**config.mk**
```make
export PLATFORM = sky130hd
export DESIGN_NAME = sha1_byte_stream_hasher_unit_flat
export DESIGN_NICKNAME = d
export VERILOG_FILES = /design/src/sv/sha1_pkg.sv /design/src/sv/sha1_stream_if.sv /design/src/sv/sha1_byte_stream_hasher_unit.sv /design/src/sv/sha1_front.sv /design/src/sv/sha1_core.sv /design/src/flat_wrapper.sv
export SDC_FILE = /design/constraint.sdc
export NUM_CORES = 2
export LEC_CHECK = 0
export BUFFER_PORTS_ARGS = -buffer_cell sky130_fd_sc_hd__buf_2
export CAP_MARGIN = 30
export CORE_UTILIZATION = 60
export DETAILED_ROUTE_END_ITERATION = 10
export GPL_ROUTABILITY_DRIVEN = 0
export PLACE_DENSITY_LB_ADDON = 0.05
export SETUP_SLACK_MARGIN = 0.05
export SLEW_MARGIN = 10
export SYNTH_ARGS = -nofsm -noshare
export SYNTH_HDL_FRONTEND = slang
export SYNTH_HIERARCHICAL = 1
export SYNTH_SLANG_ARGS = --single-unit
```
**constraint.sdc**
```tcl
create_clock -name clk -period 13.7 [get_ports clk]
set_clock_uncertainty 0.2 [all_clocks]
set_input_delay 0.685 -clock clk [delete_from_list [all_inputs] [get_ports clk]]
set_output_delay 0.685 -clock clk [all_outputs]
set_load 0.1 [all_outputs]
```
**src/sv/sha1_pkg.sv**
```systemverilog
// ----------------------------------------------------------------------------
// SHA-1 hasher package
// Shared constants, types and round helpers.
// ----------------------------------------------------------------------------
package sha1_pkg;

	localparam int QUEUE_DEPTH = 4;

	localparam logic [31:0] H0_INIT = 32'h67452301;
	localparam logic [31:0] H1_INIT = 32'hEFCDAB89;
	localparam logic [31:0] H2_INIT = 32'h98BADCFE;
	localparam logic [31:0] H3_INIT = 32'h10325476;
	localparam logic [31:0] H4_INIT = 32'hC3D2E1F0;

	localparam logic [31:0] K0 = 32'h5A827999;
	localparam logic [31:0] K1 = 32'h6ED9EBA1;
	localparam logic [31:0] K2 = 32'h8F1BBCDC;
	localparam logic [31:0] K3 = 32'hCA62C1D6;

	localparam logic [7:0] PAD_BYTE = 8'h80;

	// one classified item handed from front to back
	typedef struct packed {
		logic [7:0] data;
		logic       present;
		logic       last;
	} sha1_item_t;

	typedef struct packed {
		logic [31:0] word;
		logic [2:0]  index;
		logic        last;
	} sha1_digest_t;

	function automatic logic [31:0] sha1_f(input logic [6:0] rnd, input logic [31:0] b,
			input logic [31:0] c, input logic [31:0] d);
		logic [31:0] f;
		if (rnd < 7'd20) f = (b & c) | (~b & d);
		else if (rnd < 7'd40) f = b ^ c ^ d;
		else if (rnd < 7'd60) f = (b & c) | (b & d) | (c & d);
		else f = b ^ c ^ d;
		return f;
	endfunction

	function automatic logic [31:0] sha1_k(input logic [6:0] rnd);
		logic [31:0] k;
		if (rnd < 7'd20) k = K0;
		else if (rnd < 7'd40) k = K1;
		else if (rnd < 7'd60) k = K2;
		else k = K3;
		return k;
	endfunction

endpackage

```
**src/sv/sha1_stream_if.sv**
```systemverilog
// ----------------------------------------------------------------------------
// SHA-1 stream interface
// Valid/ready channel carrying a typed payload.
// ----------------------------------------------------------------------------
interface sha1_stream_if #(parameter type payload_t = logic) ();
	logic     valid;
	logic     ready;
	payload_t payload;

	modport source (output valid, output payload, input ready);
	modport sink (input valid, input payload, output ready);
endinterface

```
**src/sv/sha1_byte_stream_hasher_unit.sv**
```systemverilog
// ----------------------------------------------------------------------------
// SHA-1 byte stream hasher
// Byte-serial SHA-1 with padding and five-word digest output.
// ----------------------------------------------------------------------------
//  channel   dir  payload
//  in_ch     in   data_byte, byte_present, end_of_message
//  out_ch    out  digest_word, word_index, last_word
//
//  Bytes are taken while the core is idle; the 64th byte of a block starts a
//  compression (load, 80 rounds, add) in the one-round-per-cycle core.
//  An end item adds up to two pad sweeps and compressions.
//  Empty items are taken and dropped. A small queue decouples input from core.
//  Reset is asynchronous; hash state returns to the initial values.
module sha1_byte_stream_hasher_unit #(
	parameter int QueueDepth = sha1_pkg::QUEUE_DEPTH
) (
	input logic clk,
	input logic arst_n,
	sha1_stream_if.sink   in_ch,
	sha1_stream_if.source out_ch
);
	import sha1_pkg::*;

	sha1_item_t   in_item, q_item;
	sha1_digest_t dg;
	logic         q_valid, q_ready;

	assign in_item.data = in_ch.payload.data;
	assign in_item.present = in_ch.payload.present;
	assign in_item.last = in_ch.payload.last;

	sha1_front #(.Depth(QueueDepth)) u_front (
		.clk, .arst_n,
		.in_valid(in_ch.valid), .in_ready(in_ch.ready), .in_item,
		.q_valid, .q_ready, .q_item
	);

	sha1_core u_core (
		.clk, .arst_n,
		.q_valid, .q_ready, .q_item,
		.out_valid(out_ch.valid), .out_ready(out_ch.ready), .out_digest(dg)
	);

	assign out_ch.payload.word = dg.word;
	assign out_ch.payload.index = dg.index;
	assign out_ch.payload.last = dg.last;
endmodule

```
**src/sv/sha1_front.sv**
```systemverilog
// ----------------------------------------------------------------------------
// SHA-1 front end
// Accepts items, drops empty ones, and queues the rest for the core.
// ----------------------------------------------------------------------------
module sha1_front #(
	parameter int Depth = sha1_pkg::QUEUE_DEPTH
) (
	input  logic                 clk,
	input  logic                 arst_n,
	input  logic                 in_valid,
	output logic                 in_ready,
	input  sha1_pkg::sha1_item_t in_item,
	output logic                 q_valid,
	input  logic                 q_ready,
	output sha1_pkg::sha1_item_t q_item
);
	import sha1_pkg::*;

	localparam int AW = (Depth > 1) ? $clog2(Depth) : 1;

	sha1_item_t      mem_q [Depth];
	logic [AW-1:0]   wptr_q, rptr_q;
	logic [AW:0]     count_q;
	logic            push, pop;

	assign in_ready = (count_q != (AW+1)'(Depth));
	// empty items change nothing: take them, do not queue them
	assign push = in_valid && in_ready && (in_item.present || in_item.last);
	assign q_valid = (count_q != '0);
	assign pop = q_valid && q_ready;
	assign q_item = mem_q[rptr_q];

	always_ff @(posedge clk) begin
		if (push) mem_q[wptr_q] <= in_item;
	end

	always_ff @(posedge clk or negedge arst_n) begin
		if (!arst_n) begin
			wptr_q <= '0;
			rptr_q <= '0;
			count_q <= '0;
		end else begin
			if (push) wptr_q <= (wptr_q == AW'(Depth - 1)) ? '0 : wptr_q + 1'b1;
			if (pop) rptr_q <= (rptr_q == AW'(Depth - 1)) ? '0 : rptr_q + 1'b1;
			count_q <= count_q + (AW+1)'(push) - (AW+1)'(pop);
		end
	end
endmodule

```
**src/sv/sha1_core.sv**
```systemverilog
// ----------------------------------------------------------------------------
// SHA-1 back end
// Block buffer, padding, 80-round compression and digest output.
// ----------------------------------------------------------------------------
module sha1_core (
	input  logic                   clk,
	input  logic                   arst_n,
	input  logic                   q_valid,
	output logic                   q_ready,
	input  sha1_pkg::sha1_item_t   q_item,
	output logic                   out_valid,
	input  logic                   out_ready,
	output sha1_pkg::sha1_digest_t out_digest
);
	import sha1_pkg::*;

	typedef enum logic [5:0] {
		ST_IDLE  = 6'b000001,
		ST_LOAD  = 6'b000010,
		ST_ROUND = 6'b000100,
		ST_ADD   = 6'b001000,
		ST_PAD   = 6'b010000,
		ST_OUT   = 6'b100000
	} state_t;

	state_t       state_q;
	logic [31:0]  buf_q [16];
	logic [31:0]  w_q [16];
	logic [31:0]  h_q [5];
	logic [31:0]  a_q, b_q, c_q, d_q, e_q;
	logic [6:0]   fill_q;
	logic [63:0]  len_q;
	logic [6:0]   rnd_q;
	logic [4:0]   ld_q;
	logic         final_q;   // padding pending after current compression
	logic         lenblk_q;  // current block carries the length
	logic [2:0]   oidx_q;

	logic [31:0]  w_new, t_sum, w_cur;
	logic [3:0]   wi;

	assign wi = rnd_q[3:0];
	assign w_new = {w_q[(wi+4'd13)][30:0] ^ w_q[(wi+4'd8)][30:0] ^ w_q[(wi+4'd2)][30:0]
		^ w_q[wi][30:0],
		w_q[(wi+4'd13)][31] ^ w_q[(wi+4'd8)][31] ^ w_q[(wi+4'd2)][31] ^ w_q[wi][31]};
	assign w_cur = (rnd_q < 7'd16) ? w_q[wi] : w_new;
	assign t_sum = {a_q[26:0], a_q[31:27]} + sha1_f(rnd_q, b_q, c_q, d_q) + e_q
		+ w_cur + sha1_k(rnd_q);

	assign q_ready = (state_q == ST_IDLE);
	assign out_valid = (state_q == ST_OUT);
	assign out_digest.word = h_q[oidx_q];
	assign out_digest.index = oidx_q;
	assign out_digest.last = (oidx_q == 3'd4);

	// byte write into the word buffer
	function automatic logic [31:0] put_byte(input logic [31:0] w, input logic [1:0] pos,
			input logic [7:0] v);
		logic [31:0] r;
		r = w;
		case (pos)
			2'd0: r[31:24] = v;
			2'd1: r[23:16] = v;
			2'd2: r[15:8] = v;
			default: r[7:0] = v;
		endcase
		return r;
	endfunction

	always_ff @(posedge clk) begin
		if (state_q == ST_IDLE && q_valid) begin
			if (q_item.present)
				buf_q[fill_q[5:2]] <= put_byte(buf_q[fill_q[5:2]], fill_q[1:0], q_item.data);
		end else if (state_q == ST_PAD) begin
			// one byte per cycle: 0x80, zeros, then length
			if (ld_q[0]) begin
				buf_q[fill_q[5:2]] <= put_byte(buf_q[fill_q[5:2]], fill_q[1:0], PAD_BYTE);
			end else if (fill_q < 7'd56 || !lenblk_q) begin
				buf_q[fill_q[5:2]] <= put_byte(buf_q[fill_q[5:2]], fill_q[1:0], 8'h00);
			end else begin
				buf_q[fill_q[5:2]] <= put_byte(buf_q[fill_q[5:2]], fill_q[1:0],
					len_q[8'(8'd63 - {fill_q[2:0], 3'b000}) -: 8]);
			end
		end
		if (state_q == ST_LOAD) begin
			for (int i = 0; i < 16; i++) w_q[i] <= buf_q[i];
		end else if (state_q == ST_ROUND && rnd_q >= 7'd16) begin
			w_q[wi] <= w_new;
		end
	end

	always_ff @(posedge clk or negedge arst_n) begin
		if (!arst_n) begin
			state_q <= ST_IDLE;
			h_q[0] <= H0_INIT; h_q[1] <= H1_INIT; h_q[2] <= H2_INIT;
			h_q[3] <= H3_INIT; h_q[4] <= H4_INIT;
			a_q <= '0; b_q <= '0; c_q <= '0; d_q <= '0; e_q <= '0;
			fill_q <= '0;
			len_q <= '0;
			rnd_q <= '0;
			ld_q <= '0;
			final_q <= 1'b0;
			lenblk_q <= 1'b0;
			oidx_q <= '0;
		end else begin
			unique case (state_q)
				ST_IDLE: begin
					if (q_valid) begin
						if (q_item.present) begin
							fill_q <= fill_q + 7'd1;
							len_q <= len_q + 64'd8;
						end
						final_q <= q_item.last;
						ld_q <= 5'd1;
						if (q_item.present && fill_q == 7'd63) state_q <= ST_LOAD;
						else if (q_item.last) state_q <= ST_PAD;
					end
				end
				ST_PAD: begin
					// ld_q[0] marks the 0x80 byte
					if (ld_q[0]) lenblk_q <= (fill_q < 7'd56);
					ld_q <= '0;
					fill_q <= fill_q + 7'd1;
					if (fill_q == 7'd63) begin
						final_q <= !(ld_q[0] ? (fill_q < 7'd56) : lenblk_q);
						state_q <= ST_LOAD;
					end
				end
				ST_LOAD: begin
					fill_q <= '0;
					rnd_q <= '0;
					a_q <= h_q[0]; b_q <= h_q[1]; c_q <= h_q[2];
					d_q <= h_q[3]; e_q <= h_q[4];
					state_q <= ST_ROUND;
				end
				ST_ROUND: begin
					a_q <= t_sum;
					b_q <= a_q;
					c_q <= {b_q[1:0], b_q[31:2]};
					d_q <= c_q;
					e_q <= d_q;
					rnd_q <= rnd_q + 7'd1;
					if (rnd_q == 7'd79) state_q <= ST_ADD;
				end
				ST_ADD: begin
					h_q[0] <= h_q[0] + a_q; h_q[1] <= h_q[1] + b_q;
					h_q[2] <= h_q[2] + c_q; h_q[3] <= h_q[3] + d_q;
					h_q[4] <= h_q[4] + e_q;
					oidx_q <= '0;
					if (lenblk_q) begin
						state_q <= ST_OUT;
					end else if (final_q) begin
						// second pad block carries only zeros and the length;
						// pad after a full block still starts with 0x80
						if (!ld_q[0]) lenblk_q <= 1'b1;
						state_q <= ST_PAD;
					end else begin
						state_q <= ST_IDLE;
					end
				end
				ST_OUT: begin
					if (out_ready) begin
						oidx_q <= oidx_q + 3'd1;
						if (oidx_q == 3'd4) begin
							state_q <= ST_IDLE;
							h_q[0] <= H0_INIT; h_q[1] <= H1_INIT; h_q[2] <= H2_INIT;
							h_q[3] <= H3_INIT; h_q[4] <= H4_INIT;
							fill_q <= '0;
							len_q <= '0;
							lenblk_q <= 1'b0;
							final_q <= 1'b0;
						end
					end
				end
				default: state_q <= ST_IDLE;
			endcase
		end
	end
endmodule

```
**src/flat_wrapper.sv**
```systemverilog
// flat-port wrapper written by rule: the top's interface ports become plain ports
module sha1_byte_stream_hasher_unit_flat import sha1_pkg::*;
#(
	parameter int QueueDepth = sha1_pkg::QUEUE_DEPTH
)
  (clk, arst_n, in_ch_valid, in_ch_payload, in_ch_ready, out_ch_valid, out_ch_payload, out_ch_ready);
  sha1_stream_if #(.payload_t(sha1_item_t)) in_ch_i ();
  sha1_stream_if #(.payload_t(sha1_digest_t)) out_ch_i ();
  input logic clk;
  input logic arst_n;
  input wire logic [$bits(in_ch_i.valid)-1:0] in_ch_valid;
  input wire logic [$bits(in_ch_i.payload)-1:0] in_ch_payload;
  output wire logic [$bits(in_ch_i.ready)-1:0] in_ch_ready;
  output wire logic [$bits(out_ch_i.valid)-1:0] out_ch_valid;
  output wire logic [$bits(out_ch_i.payload)-1:0] out_ch_payload;
  input wire logic [$bits(out_ch_i.ready)-1:0] out_ch_ready;
  assign in_ch_i.valid = in_ch_valid;
  assign in_ch_i.payload = in_ch_payload;
  assign in_ch_ready = in_ch_i.ready;
  assign out_ch_valid = out_ch_i.valid;
  assign out_ch_payload = out_ch_i.payload;
  assign out_ch_i.ready = out_ch_ready;
  sha1_byte_stream_hasher_unit #(.QueueDepth(QueueDepth)) u_core (.clk(clk), .arst_n(arst_n), .in_ch(in_ch_i), .out_ch(out_ch_i));
endmodule
```
==> results.md <==
- Resized cells post-CTS: 0
- Ys flop type: edfxtp_1
- Top cell type's share of synthesized area: 0.383
- Yosys cell types: 82
- Max Clk Rate: 101 MHz
- Hold Crit Depth: 4
- Fillers: 9965
- Worst Path Required: 14.17 ns
- Least-Margin Pin Slew: 1.10 ns
- Row Count: 136
- CTS Root Cell: clkbuf_16
- WL per Instance: 30.7 um
- Worst min path class: input port to register
- Cell Pwr Density: 186 nW/um^2
- 1st-pass router iterations: 8
- GRT Util Overall: 0.384
- TritonCTS buffer count: 161
- VDD IR max: 173 uV
- Most common cell in the netlist: edfxtp_1
- Die area: 140000 um^2
- Critical path startpoint category: register
- Hold endpoint: u_core/u_front/wptr_q[1]
- Routed vias/inst: 6.93
- Synthesized flop and latch total: 1478
- Deepest clock path buffer count: 3
- R2R depth: 31
- Drt drc: 0
- Post-synth EDFFs: 1064
- Syn Inst Count: 6814
- DR iter-0 viols: 8665
- Die X: 375 um
- Reg2reg start: u_core/u_core/rnd_q[1]
- # nets final: 7203
- Post-CTS setup buffers: 0
- Fin cells: 8781
- Grt ovf: 0
- Register area: 42400 um^2
- RSZ-0062 raised after global routing: false
- Multi-input logic area: 38900 um^2
- Die height: 375 um
- Yosys warning total: 6
- Largest net degree at the start of global routing: 215
- Status: completed
- Min Tclk post-route: 9.94 ns
- Critical Path End Type: register
- Synth area leaders: edfxtp_1 38%, mux4_2 13%, dfrtp_1 10%
- Placed cells: 8446
- R2R Setup Slk: 3.76 ns
- CTS Hold Bufs: 12
- Critical Path AT: 10.41 ns
- Synth Net Count: 7167
- Reg clk slew, reported paths: 0.06 ns
- Static Leak: 0.0347 uW
- Max cap viols: 0
- Port buffer count: 51
- Vias in the first global route: 57364
- Clk Latency, worst-skew pair: 0.82 ns
- CP dominant cell by count: buf_4
- Cell taking the most area after synthesis: edfxtp_1
- Core Box Area: 138000 um^2
- Post-DP HPWL: 175 mm
- Syn avg cell area: 12.2 um^2
- Initial antenna violation count: 1
- Post-route ant nets: 0
- Sequential cell area fraction in the yosys report: 0.509
- Max-slew violation count: 0
- Layout area overhead: 10.9%
- Tcrit/Tclk final: 0.726
- Reg2reg end: u_core/u_core/a_q[31]
- TNS Setup: 0 ns
- Slowest CP cell: buf_4
- Commonest cells in the netlist: 1064 x edfxtp_1, 732 x nor2_1, 684 x a21oi_1
- Buffers & Inverters on Critical Path: 8
- CTS tree: yes
- Netlist Area Pre-Place: 83400 um^2
- Htree depth: 4
- Asr flop ratio synth: 0.280
- Hold path startpoint: in_ch_valid
- Initial Util: 0.606
- I/O pins: 52
- Num Clock Sinks: 1478
- Final setup fails: 0
- Critical path fanouts, max: 59
- CP top delay family: compound AO/OA/AOI/OAI gates
- Crit path depth: 31
- Hold violation count in the final report: 0
- Final WL: 270 mm
- Layout cell share with drive strength beyond 1: 0.181
- Vias: 60876
- First-pass GRT wire length: 391 mm
- Slew HR: 0.268
- Setup CP Type: register to register
- Slowest cell delay on critical path: 0.87 ns
==> metrics by stage <==
step	total power (uW)	hold WS, ns	area, um^2	setup WS (ns)	util
finish	17200	0.182	92500	3.76	0.672
global route	18000	0.179	92500	3.45	0.672
CTS	17000	0.134	92000	3.76	0.668
detailed placement	12600	0.280	86500	3.84	0.628
global placement	12400	0.276	86100	3.94	0.626
floorplan	10500	0.189	83400	5.03	-
==> layout by cell type (no fill, tap or decap), types with 35 or more instances in the layout <==
cell type,instances
nand2_1,492
clkbuf_16,162
buf_4,188
a31oi_1,53
a21o_1,69
nand2b_1,59
edfxtp_1,1064
o21ai_0,430
dfrtp_1,327
a211oi_1,35
xor2_1,110
o22a_1,35
nand3_1,97
inv_1,215
mux4_2,471
a21oi_1,683
or3_1,37
o22ai_1,37
fa_1,126
dfstp_2,81
mux2_2,58
xnor2_1,187
mux2i_1,320
nor2_1,684
nor3_1,65
buf_2,50
ha_1,211
==> where the power goes <==
| part | total, uW | switching, uW | internal, uW | leakage (uW) |
|---|---|---|---|---|
| clock | 4450 | 1910 | 2540 | 0.00260 |
| combinational | 7030 | 4200 | 2840 | 0.0175 |
| sequential | 5690 | 348 | 5350 | 0.0146 |
| total | 17200 | 6460 | 10700 | 0.0347 |
==> metal layers <==
metal  vias to the layer above  global-route usage  part of all wire
li1                      25623                   -                 -
met1                     30261               0.551              0.38
met2                      4349               0.553              0.43
met3                       641               0.102              0.14
met4                         2               0.170             0.047
met5                         -                   0          0.000096
==> cells by family (layout without fill, tap and decap cells) <==
group,count (synthesis),count (layout),share of synthesized area
and+or+nand+nor,1635,1635,0.0846
AOI/OAI and AO/OA,1572,1572,0.109
DFF,1478,1478,0.509
muxes,851,851,0.174
buffers and inverters,637,809,0.0304
adders and majority gates,339,339,0.0622
xor gates and xnor gates,302,302,0.0317
other,0,1,0
==> flip-flops by register name, indices dropped and copies added (netlist names) <==
signal / count
u_core/u_core/buf_q: 512
u_core/u_core/w_q: 512
u_core/u_core/h_q: 160
u_core/u_core/len_q: 61
u_core/u_front/mem_q: 40
u_core/u_core/a_q: 32
u_core/u_core/b_q: 32
u_core/u_core/c_q: 32
u_core/u_core/d_q: 32
u_core/u_core/e_q: 32
u_core/u_core/fill_q: 7
u_core/u_core/rnd_q: 7
u_core/u_core/state_q: 6
u_core/u_core/oidx_q: 3
u_core/u_front/count_q: 3
u_core/u_front/rptr_q: 2
u_core/u_front/wptr_q: 2
u_core/u_core/final_q: 1
u_core/u_core/ld_q: 1
u_core/u_core/lenblk_q: 1
==> worst min-delay path, stage by stage <==
cell	delay (ns)
buf_2	0.09
o21ai_0	0.08
a21oi_2	0.08
mux2_2	0.22
==> final cells by class <==
class                           count  area share
Sequential cell                  1478       0.459
Multi-Input combinational cell   4699       0.421
Clock buffer                      203      0.0462
Timing Repair Buffer              293      0.0285
Tap cell                         1794      0.0243
Clock inverter                     96      0.0122
Inverter                          217     0.00883
Antenna cell                        1   0.0000271
==> worst max path at each step <==
stage	to	start
CTS	u_core/u_core/a_q[31]	u_core/u_core/rnd_q[0]
global placement	u_core/u_core/a_q[31]	u_core/u_core/rnd_q[0]
detailed placement	u_core/u_core/a_q[31]	u_core/u_core/rnd_q[0]
finish	u_core/u_core/a_q[31]	u_core/u_core/rnd_q[1]
floorplan	u_core/u_core/a_q[31]	u_core/u_core/rnd_q[0]
global route	u_core/u_core/a_q[31]	u_core/u_core/rnd_q[0]
No activity file was read; power rests on OpenSTA's default activity.
